File: src/radar_frame_target_classifier_top_assert.svh
// ----------------------------------------------------------------------------
// Assertion macros for the radar frame target classifier
// Clocked, reset-qualified property macros used by the classifier RTL.
// ----------------------------------------------------------------------------
`ifndef RADAR_FRAME_TARGET_CLASSIFIER_TOP_ASSERT_SVH
`define RADAR_FRAME_TARGET_CLASSIFIER_TOP_ASSERT_SVH

// The consequent must hold in the same cycle as the antecedent.
`define RFTC_ASSERT_SAME(label, ante, cons, msg) \
  label: assert property (@(posedge clk) disable iff (!rst_n) (ante) |-> (cons)) \
    else $error(msg);

// The consequent must hold in the cycle after the antecedent.
`define RFTC_ASSERT_NEXT(label, ante, cons, msg) \
  label: assert property (@(posedge clk) disable iff (!rst_n) (ante) |=> (cons)) \
    else $error(msg);

`endif

File: src/rftc_pkg.sv
// ----------------------------------------------------------------------------
// Radar frame target classifier package
// Types, frame delimiters, register indices and reset values.
// ----------------------------------------------------------------------------
`timescale 1ns / 1ps

package rftc_pkg;

  typedef logic [7:0]  byte_t;
  typedef logic [15:0] len_t;

  localparam int unsigned CFG_IDX_W  = 3;
  localparam int unsigned CFG_DATA_W = 8;

  typedef logic [CFG_IDX_W-1:0]  cfg_idx_t;
  typedef logic [CFG_DATA_W-1:0] cfg_data_t;

  localparam cfg_idx_t CFG_CENTER_ANGLE_LIMIT  = 3'd0;
  localparam cfg_idx_t CFG_BEHIND_MIN_SPEED    = 3'd1;
  localparam cfg_idx_t CFG_BEHIND_MAX_DISTANCE = 3'd2;
  localparam cfg_idx_t CFG_APPROACH_MIN_SPEED  = 3'd3;

  localparam logic [6:0] RST_CENTER_ANGLE_LIMIT  = 7'd5;
  localparam byte_t      RST_BEHIND_MIN_SPEED    = 8'd10;
  localparam byte_t      RST_BEHIND_MAX_DISTANCE = 8'd15;
  localparam byte_t      RST_APPROACH_MIN_SPEED  = 8'd1;

  localparam len_t MAX_LEN = 16'd128;

  localparam byte_t HDR_SEQ [4] = '{8'hF4, 8'hF3, 8'hF2, 8'hF1};
  localparam byte_t FTR_SEQ [4] = '{8'hF8, 8'hF7, 8'hF6, 8'hF5};

  localparam byte_t ANGLE_OFFSET  = 8'h80;
  localparam byte_t DIR_APPROACH  = 8'h01;

  typedef struct packed {
    logic any_vehicle;
    logic behind_vehicle;
    logic right_vehicle;
    logic left_vehicle;
  } flags_t;

  typedef struct packed {
    flags_t flags;
    byte_t  target_total;
  } result_t;

endpackage

File: src/radar_frame_target_classifier_top.sv
// ----------------------------------------------------------------------------
// Radar frame target classifier
// Parses header/length/footer radar frames and classifies targets per byte.
// ----------------------------------------------------------------------------
// The block takes one received byte per clock cycle while in_stall is low.
// Every byte is parsed and classified in the cycle it is taken, and the
// result of a frame is registered once the last footer byte is taken.
// Results pass through an output register backed by a one-entry
// skid stage, so in_stall rises only when both hold a result that the
// downstream side has not yet taken.
`timescale 1ns / 1ps

module radar_frame_target_classifier_top (
  input  logic                clk,
  input  logic                rst_n,
  input  logic                cfg_wr_en,
  input  rftc_pkg::cfg_idx_t  cfg_index,
  input  rftc_pkg::cfg_data_t cfg_wdata,
  input  logic                in_valid,
  output logic                in_stall,
  input  logic [7:0]          in_rx_byte,
  output logic                out_valid,
  input  logic                out_stall,
  output logic                out_left_vehicle,
  output logic                out_right_vehicle,
  output logic                out_behind_vehicle,
  output logic                out_any_vehicle,
  output logic [7:0]          out_target_total
);

  import rftc_pkg::*;

  localparam logic [1:0] PH_HUNT = 2'd0;
  localparam logic [1:0] PH_LEN  = 2'd1;
  localparam logic [1:0] PH_DATA = 2'd2;
  localparam logic [1:0] PH_FOOT = 2'd3;

  localparam logic [2:0] FP_ANGLE     = 3'd0;
  localparam logic [2:0] FP_DISTANCE  = 3'd1;
  localparam logic [2:0] FP_DIRECTION = 3'd2;
  localparam logic [2:0] FP_SPEED     = 3'd3;
  localparam logic [2:0] FP_LAST      = 3'd4;

  logic [6:0] cal_r;
  byte_t      bms_r;
  byte_t      bmd_r;
  byte_t      ams_r;

  logic [1:0] phase_r, phase_nxt;
  logic [1:0] match_r, match_nxt;
  len_t       flen_r, flen_nxt;
  byte_t      len_lo_r, len_lo_nxt;
  len_t       count_r, count_nxt;
  byte_t      tc_r, tc_nxt;
  logic [2:0] fp_r, fp_nxt;
  byte_t      angle_r, angle_nxt;
  byte_t      dist_r, dist_nxt;
  byte_t      dir_r, dir_nxt;
  logic       stop_r, stop_nxt;
  flags_t     flags_r, flags_nxt;

  logic       out_valid_r, out_valid_nxt;
  result_t    out_r, out_nxt;
  logic       skid_valid_r, skid_valid_nxt;
  result_t    skid_r, skid_nxt;

  logic       in_accept;
  logic       out_pop;
  logic       out_load;
  logic       result_gen;
  result_t    result_data;

  len_t       rx_len;
  logic       len_ok;
  len_t       count_inc;
  logic [10:0] span;
  len_t       span_w;
  logic       live;
  byte_t      mag;
  logic       behind_hit;
  logic       approach_hit;
  logic       angle_pos;
  logic       short_frame;

  assign in_stall  = skid_valid_r;
  assign in_accept = in_valid && !skid_valid_r;
  assign out_pop   = out_valid_r && !out_stall;
  assign out_load  = !out_valid_r || out_pop;

  assign rx_len    = {in_rx_byte, len_lo_r};
  assign len_ok    = (rx_len != '0) && (rx_len < MAX_LEN);
  assign count_inc = count_r + 16'd1;
  assign span      = {1'b0, tc_r, 2'b00} + {3'b000, tc_r} + 11'd2;
  assign span_w    = {5'b00000, span};
  assign live      = (count_r < span_w) && !stop_r;

  assign mag          = angle_r[7] ? {1'b0, angle_r[6:0]} : (ANGLE_OFFSET - angle_r);
  assign angle_pos    = angle_r > ANGLE_OFFSET;
  assign behind_hit   = (mag <= {1'b0, cal_r}) && (in_rx_byte > bms_r) && (dist_r < bmd_r);
  assign approach_hit = (dir_r == DIR_APPROACH) && (in_rx_byte >= ams_r) &&
                        (mag > {1'b0, cal_r});
  assign short_frame  = (tc_r == '0) || (flen_r < span_w);

  always_comb begin
    phase_nxt  = phase_r;
    match_nxt  = match_r;
    flen_nxt   = flen_r;
    len_lo_nxt = len_lo_r;
    count_nxt  = count_r;
    tc_nxt     = tc_r;
    fp_nxt     = fp_r;
    angle_nxt  = angle_r;
    dist_nxt   = dist_r;
    dir_nxt    = dir_r;
    stop_nxt   = stop_r;
    flags_nxt  = flags_r;
    result_gen = 1'b0;
    result_data.flags        = short_frame ? '0 : flags_r;
    result_data.target_total = tc_r;

    if (in_accept) begin
      unique case (phase_r)
        PH_HUNT: begin
          if (in_rx_byte == HDR_SEQ[match_r]) begin
            if (match_r == 2'd3) begin
              phase_nxt = PH_LEN;
              match_nxt = '0;
              count_nxt = '0;
            end else begin
              match_nxt = match_r + 2'd1;
            end
          end else begin
            match_nxt = '0;
          end
        end
        PH_LEN: begin
          if (count_r == '0) begin
            len_lo_nxt = in_rx_byte;
            count_nxt  = 16'd1;
          end else begin
            flen_nxt  = rx_len;
            count_nxt = '0;
            match_nxt = '0;
            if (len_ok) begin
              phase_nxt = PH_DATA;
              tc_nxt    = '0;
              fp_nxt    = FP_ANGLE;
              stop_nxt  = 1'b0;
              flags_nxt = '0;
            end else begin
              phase_nxt = PH_HUNT;
            end
          end
        end
        PH_DATA: begin
          if (count_r == '0) begin
            tc_nxt = in_rx_byte;
          end else if (count_r != 16'd1) begin
            if (live) begin
              case (fp_r)
                FP_ANGLE:     angle_nxt = in_rx_byte;
                FP_DISTANCE:  dist_nxt  = in_rx_byte;
                FP_DIRECTION: dir_nxt   = in_rx_byte;
                FP_SPEED: begin
                  if (behind_hit) begin
                    flags_nxt.behind_vehicle = 1'b1;
                    stop_nxt                 = 1'b1;
                  end else if (approach_hit) begin
                    if (angle_pos) begin
                      flags_nxt.right_vehicle = 1'b1;
                    end else begin
                      flags_nxt.left_vehicle = 1'b1;
                    end
                    flags_nxt.any_vehicle = 1'b1;
                  end
                end
                default: ;
              endcase
            end
            fp_nxt = (fp_r >= FP_LAST) ? FP_ANGLE : fp_r + 3'd1;
          end
          count_nxt = count_inc;
          if (count_inc >= flen_r) begin
            phase_nxt = PH_FOOT;
            match_nxt = '0;
          end
        end
        PH_FOOT: begin
          if (in_rx_byte == FTR_SEQ[match_r]) begin
            if (match_r == 2'd3) begin
              phase_nxt  = PH_HUNT;
              match_nxt  = '0;
              result_gen = flen_r >= 16'd2;
            end else begin
              match_nxt = match_r + 2'd1;
            end
          end else begin
            phase_nxt = PH_HUNT;
            match_nxt = '0;
          end
        end
        default: begin
          phase_nxt = PH_HUNT;
          match_nxt = '0;
        end
      endcase
    end
  end

  always_comb begin
    out_valid_nxt  = out_valid_r;
    out_nxt        = out_r;
    skid_valid_nxt = skid_valid_r;
    skid_nxt       = skid_r;
    if (skid_valid_r) begin
      if (out_load) begin
        out_valid_nxt  = 1'b1;
        out_nxt        = skid_r;
        skid_valid_nxt = 1'b0;
      end
    end else if (result_gen) begin
      if (out_load) begin
        out_valid_nxt = 1'b1;
        out_nxt       = result_data;
      end else begin
        skid_valid_nxt = 1'b1;
        skid_nxt       = result_data;
      end
    end else if (out_pop) begin
      out_valid_nxt = 1'b0;
    end
  end

  always_ff @(posedge clk) begin
    if (!rst_n) begin
      cal_r <= RST_CENTER_ANGLE_LIMIT;
      bms_r <= RST_BEHIND_MIN_SPEED;
      bmd_r <= RST_BEHIND_MAX_DISTANCE;
      ams_r <= RST_APPROACH_MIN_SPEED;
    end else if (cfg_wr_en) begin
      unique case (cfg_index)
        CFG_CENTER_ANGLE_LIMIT:  cal_r <= cfg_wdata[6:0];
        CFG_BEHIND_MIN_SPEED:    bms_r <= cfg_wdata;
        CFG_BEHIND_MAX_DISTANCE: bmd_r <= cfg_wdata;
        CFG_APPROACH_MIN_SPEED:  ams_r <= cfg_wdata;
        default: ;
      endcase
    end
  end

  always_ff @(posedge clk) begin
    if (!rst_n) begin
      phase_r      <= PH_HUNT;
      match_r      <= '0;
      flen_r       <= '0;
      len_lo_r     <= '0;
      count_r      <= '0;
      tc_r         <= '0;
      fp_r         <= FP_ANGLE;
      stop_r       <= 1'b0;
      flags_r      <= '0;
      out_valid_r  <= 1'b0;
      skid_valid_r <= 1'b0;
    end else begin
      phase_r      <= phase_nxt;
      match_r      <= match_nxt;
      flen_r       <= flen_nxt;
      len_lo_r     <= len_lo_nxt;
      count_r      <= count_nxt;
      tc_r         <= tc_nxt;
      fp_r         <= fp_nxt;
      stop_r       <= stop_nxt;
      flags_r      <= flags_nxt;
      out_valid_r  <= out_valid_nxt;
      skid_valid_r <= skid_valid_nxt;
    end
  end

  always_ff @(posedge clk) begin
    angle_r <= angle_nxt;
    dist_r  <= dist_nxt;
    dir_r   <= dir_nxt;
    out_r   <= out_nxt;
    skid_r  <= skid_nxt;
  end

  assign out_valid          = out_valid_r;
  assign out_left_vehicle   = out_r.flags.left_vehicle;
  assign out_right_vehicle  = out_r.flags.right_vehicle;
  assign out_behind_vehicle = out_r.flags.behind_vehicle;
  assign out_any_vehicle    = out_r.flags.any_vehicle;
  assign out_target_total   = out_r.target_total;

`include "radar_frame_target_classifier_top_assert.svh"

  `RFTC_ASSERT_SAME(a_skid_implies_out, skid_valid_r, out_valid_r, "skid full with output empty")
  `RFTC_ASSERT_SAME(a_data_len_legal, phase_r == PH_DATA, (flen_r != '0) && (flen_r < MAX_LEN), "data phase with illegal length")
  `RFTC_ASSERT_SAME(a_data_count_bound, phase_r == PH_DATA, count_r < flen_r, "data count beyond frame length")
  `RFTC_ASSERT_NEXT(a_result_lands, result_gen && !skid_valid_r, out_valid_r, "frame result not registered")

endmodule

File: config.mk
export PLATFORM = sky130hd
export DESIGN_NAME = radar_frame_target_classifier_top
export DESIGN_NICKNAME = d
export VERILOG_FILES = /design/src/rftc_pkg.sv /design/src/radar_frame_target_classifier_top.sv
export VERILOG_INCLUDE_DIRS = /design/src /design/src/src
export SDC_FILE = /design/constraint.sdc
export NUM_CORES = 1
export LEC_CHECK = 0
export BUFFER_PORTS_ARGS = -buffer_cell sky130_fd_sc_hd__buf_2
export CAP_MARGIN = 30
export CORE_MARGIN = 1.5
export CORE_UTILIZATION = 55
export CTS_CLUSTER_SIZE = 40
export DETAILED_ROUTE_END_ITERATION = 16
export HOLD_SLACK_MARGIN = 0.05
export PLACE_DENSITY = 0.73
export SETUP_SLACK_MARGIN = 0.5
export SYNTH_ARGS = -nofsm -noshare
export SYNTH_HDL_FRONTEND = slang
export SYNTH_SLANG_ARGS = --single-unit
File: constraint.sdc
create_clock -name clk -period 11.2 [get_ports clk]
set_input_delay 3.36 -clock clk [delete_from_list [all_inputs] [get_ports clk]]
set_output_delay 3.36 -clock clk [all_outputs]
set_load 0.01 [all_outputs]
Word level (Yosys, flattened, before mapping)
Index checks and enable logic that the tools add are counted.

word-level totals
  flip-flop bits (word level) = 141
  input bits = 24
  output and inout port bits = 14
  word-level logic and storage cells = 200

cells by class
  add/sub/neg operators = 6
  $lt $le $gt $ge = 13
  equal/unequal tests = 30
  multiplexer cells = 72
  bitwise gates (word level) = 4
  reductions and logical operators = 44

operator list
  cell                   number
  $mux 8                 8
  $mux 12                4
  $pmux 16 s3            1
  $bmux 8 s2             2
  $lt 16x11->1           2
  $mux 16                2
  $reduce_and 6->1       5
  $mux 2                 14
  $mux 4                 7
  $ne 2x2->1 const B     14
  $mux 1                 23
  $reduce_and 11->1      2
  $add 16x1->16 const B  1
  $eq 8x8->1             2
  $ge 16x16->1           1
  $ge 16x2->1 const B    1
  $logic_not 16->1       1
  $lt 16x8->1 const B    1
  $ne 16x1->1 const B    1
  $pmux 2 s4             2
  $pmux 8 s2             1
  $reduce_bool 16->1     1
  $mux 3                 5
  $eq 3x2->1 const B     4
  other kinds (37)       64

Logic depth before layout (Yosys ltp)
  word-level depth = 11
  depth in mapped cells = 15
  mapped depth without buffers = 15

Least setup slack after synthesis
Ideal clock, no wire load.

  kind = in2reg
  start point = input in_rx_byte[1]
  end point = register skid_r[0] (netlist name), enable pin
  library setup time = 0.396 ns
  arrival = 5.022 ns
  data required time = 10.804 ns
  setup slack = 5.781 ns
  stages = 5
  buffers on the path = 0
  cells stage by stage = xor2_1 nor3_1 nor2b_1 nand3_1 nor3_1

on the way
  cells in the longest elaborated chain, start to end = 5

RTL lines
  element                     line                                      RTL
  from (decl)                 radar_frame_target_classifier_top.sv:21   input logic [7:0] in_rx_byte,
  $eq 8x8->1                  radar_frame_target_classifier_top.sv:189  if (in_rx_byte == FTR_SEQ[match_r]) begin
  $mux 1                      radar_frame_target_classifier_top.sv:189
  $mux 1                      radar_frame_target_classifier_top.sv:122  unique case (phase_r)
  $mux 1                      radar_frame_target_classifier_top.sv:121  if (in_accept) begin
  $reduce_and 3->1 (no line)  n/a
  to (signal assigned)        radar_frame_target_classifier_top.sv:284  skid_r <= skid_nxt;
  to (decl)                   radar_frame_target_classifier_top.sv:65   result_t skid_r, skid_nxt;

Every way passes these cells.
A chain may end at the register's enable or synchronous reset.

Worst setup path after layout
  start point = input in_rx_byte[1]
  end point = register count_r[6]

on the way
  cells in the longest elaborated chain, start to end = 3

RTL lines
  element                     line                                      RTL
  $eq 8x8->1                  radar_frame_target_classifier_top.sv:124  if (in_rx_byte == HDR_SEQ[match_r]) begin
  $ne 2x2->1 (no line)        n/a
  $reduce_and 4->1 (no line)  n/a
  to (signal assigned)        radar_frame_target_classifier_top.sv:269  count_r <= count_nxt;
  to (decl)                   radar_frame_target_classifier_top.sv:53   len_t count_r, count_nxt;

Every way passes these cells.

==> results.py <==
metrics = {
    "floorplanning": {
        "die-area_um2": 15200,
        "ioPinCount": 38,
        "die_y_um": 123,
        "rows": 43,
        "start_util_pct": 56.8,
        "core_um2": 14000,
        "fp.dieW_um": 123,
    },
    "synthesis": {
        "postSynthCellCount": 815,
        "syn_area_um2": 7980,
        "ys_ff_latch": 140,
        "syn-num-nets": 929,
        "synth_ff_type": "dfxtp_1",
        "synth_cell_types": 61,
        "ys_seq_area_share_pct": 41.1,
        "synth_area_per_cell_um2": 9.79,
        "synth-edff-count": 48,
        "synth_warnings": 0,
        "synth-async-reset-ratio_pct": 0,
    },
    "place": {
        "port_buffers": 37,
        "pre_cts_slack_ns": 5.19,
        "routabilityCongestion": 0.879,
        "dp_hpwl_um": 14300,
    },
    "layout": {
        "fin_nets": 963,
        "final.fill_count": 1117,
        "antenna_cells": 0,
        "area_growth_pct": 11.8,
        "final_layout_size_suffix_gt1_share_pct": 11.1,
        "final_cell_mix": "dfxtp_1 (92), ha_1 (89), nand2_1 (81), inv_1 (62), edfxtp_1 (48)",
        "final_common_cell": "dfxtp_1",
    },
    "critical_path": {
        "reg2reg_from": "tc_r[1]",
        "required_ns": 11.55,
        "timing.rr.end": "dist_r[4]",
        "crit_type": "in2reg",
        "reg2reg_slack_ns": 6.57,
        "path_max_fanout": 13,
        "worstSetupStartpointType": "primary input",
        "worstSetupEndpointType": "register",
        "r2r_cells": 14,
        "arrival_ns": 5.57,
    },
    "sta": {
        "final.setup_skew_ns": 0.00671,
        "min_period_ns": 5.23,
        "tightest_slew_ns": 0.756,
        "max_slew_margin_pct": 49.2,
        "fmax_mhz": 191,
        "worst_slack_ns": 5.97,
        "setup_viol": 0,
        "timing.final.crit_share_pct": 46.7,
        "hold_viol_final": 0,
        "rsz0062_at_grt": "no",
        "slew_violations": 0,
        "setup_tns_ns": 0,
    },
    "global_routing": {
        "grt_usage_pct": 26.8,
        "grt_pass1_vias": 5915,
        "grt_pass1_wl_um": 30500,
        "overflow": 0,
        "antenna_found_initial": 0,
        "grt_max_degree": 66,
    },
    "clocking": {
        "numCtsBuffers": 17,
        "cts_hold_buf": 0,
        "cts-resized-gates": 0,
        "postCtsSetupBuffers": 0,
        "clkTransAtPathRegs_ns": 0.06,
        "cts_tree": "done",
        "cts.path.max_buffers": 2,
        "clock_sinks": 140,
        "h-tree-depth": 4,
        "clock-root-buffer": "clkbuf_16",
        "insertion_delay_ns": 0.43,
    },
    "min_path": {
        "hp-class": "reg2reg",
        "worstHoldEndpoint": "cal_r[3]",
        "min_from": "cal_r[3]",
        "hold_depth": 2,
    },
    "routing": {
        "drt_pass1_iterations": 5,
        "wirelength_um": 19100,
        "route.detailed.drc": 0,
        "vias": 6239,
        "routed_via_density": 5.99,
        "avgRoutedWirePerCell_um": 18.3,
        "ant_nets": 0,
        "initialDrtViolationCount": 379,
    },
    "power_and_ir_drop": {
        "power.total_mw": 1.15,
        "p_comb_share_pct": 3.7,
        "switching_power_mw": 0.259,
        "cellPowerDensity_nw_per_um2": 129,
        "leakagePower_nw": 3.68,
        "internal-power_mw": 0.895,
        "peakVddDrop_mv": 0.103,
        "clock_power_share_pct": 50.6,
        "power.share.sequential_pct": 45.7,
        "p_sw_share_pct": 22.4,
    },
    "status": {
        "outcome": "finished clean",
    },
    "flow_run": {
        "maxCapViolations": 0,
    },
}
-- Yosys cell counts, drive strengths merged (5+ instances only) --
library cell	n	area [um^2]
inv	62	233
edfxtp	48	1440
a211oi	6	45.0
a21oi	22	114
mux2	13	146
nor2	37	139
nand4	15	93.8
a22o	20	175
nor2b	40	250
nand3	26	130
o211ai	9	67.6
or4	6	45.0
o21a	5	37.5
a21boi	26	195
clkbuf	22	82.6
nand2	81	304
xnor2	12	105
and2	12	77.6
o21ai	30	150
dfxtp	92	1840
nand2b	10	62.6
a21o	9	67.6
and3	8	55.1
nor3	13	65.1
xor2	19	166
nor4	15	121
buf	5	55.1
ha	89	1110
mux2i	28	280
-- worst max-delay path, stage by stage --
cell	delay, ns
buf_2	0.19
xor2_1	0.18
nor3_1	0.49
nand3_1	0.21
a21oi_1	0.33
and3_1	0.55
nand2_1	0.09
o21ai_0	0.17
-- routing by layer --
metal	vias to the layer above	routed length (um)	global-route usage (%)
li1	2981	-	-
met1	3012	8640	37.5
met2	211	8600	41.4
met3	35	1410	5.03
met4	0	390	10.2
met5	-	0	0
-- stage by stage --
step	area [um^2]	instances	hold slack [ns]	util, %
final	8920	1042	0.465	63.5
after global routing	8920	1042	0.487	63.5
after CTS	8910	1040	0.470	63.4
after detailed placement	8290	1008	0.461	59.1
after global placement	8260	1006	0.457	58.8
after floorplan	7980	815	0.440	-
-- cell families after synthesis --
family | share of synthesized area, %
flops | 41.1
mux | 5.35
xor+xnor | 3.40
buf+inv | 4.64
compound gates | 13.3
simple gates | 18.0
fa+ha+maj | 14.2
-- area by class of cell --
cell class / instances / area [um^2] / area share, %
well taps: 180 / 225 / 2.52
flip-flops and latches: 140 / 3280 / 36.8
multi-input cells: 586 / 4330 / 48.5
clock inverters: 15 / 186 / 2.09
inverters: 62 / 233 / 2.61
repair buffers: 42 / 243 / 2.72
clock buffers: 17 / 425 / 4.77
-- state kept, by name (all words and copies together) (netlist names), 2 cells and up, named ones only --
register,count
fp_r,3
match_r,2
dir_r,8
flags_r,3
tc_r,8
len_lo_r,8
ams_r,8
flen_r,16
angle_r,8
count_r,16
out_target_total,8
dist_r,8
cal_r,7
bmd_r,8
skid_r,12
bms_r,8
-- power groups by stage --
stage | Combinational [mW] | Sequential [mW] | Clock [mW]
after floorplan | 0.0235 | 0.538 | 0
after global placement | 0.0388 | 0.538 | 0
after detailed placement | 0.0413 | 0.538 | 0
after CTS | 0.0417 | 0.527 | 0.589
after global routing | 0.0472 | 0.527 | 0.614
final | 0.0425 | 0.527 | 0.584
-- worst max-delay path by stage --
stage,start,cells after the start,endpoint
after floorplan,in_rx_byte[1],5,skid_r[0]
after global placement,in_rx_byte[1],6,out_target_total[6]
after detailed placement,in_rx_byte[1],6,out_target_total[3]
after CTS,in_rx_byte[1],6,out_target_total[0]
after global routing,in_rx_byte[1],8,count_r[2]
final,in_rx_byte[1],8,count_r[6]
Power figures use the tool's default switching activity.
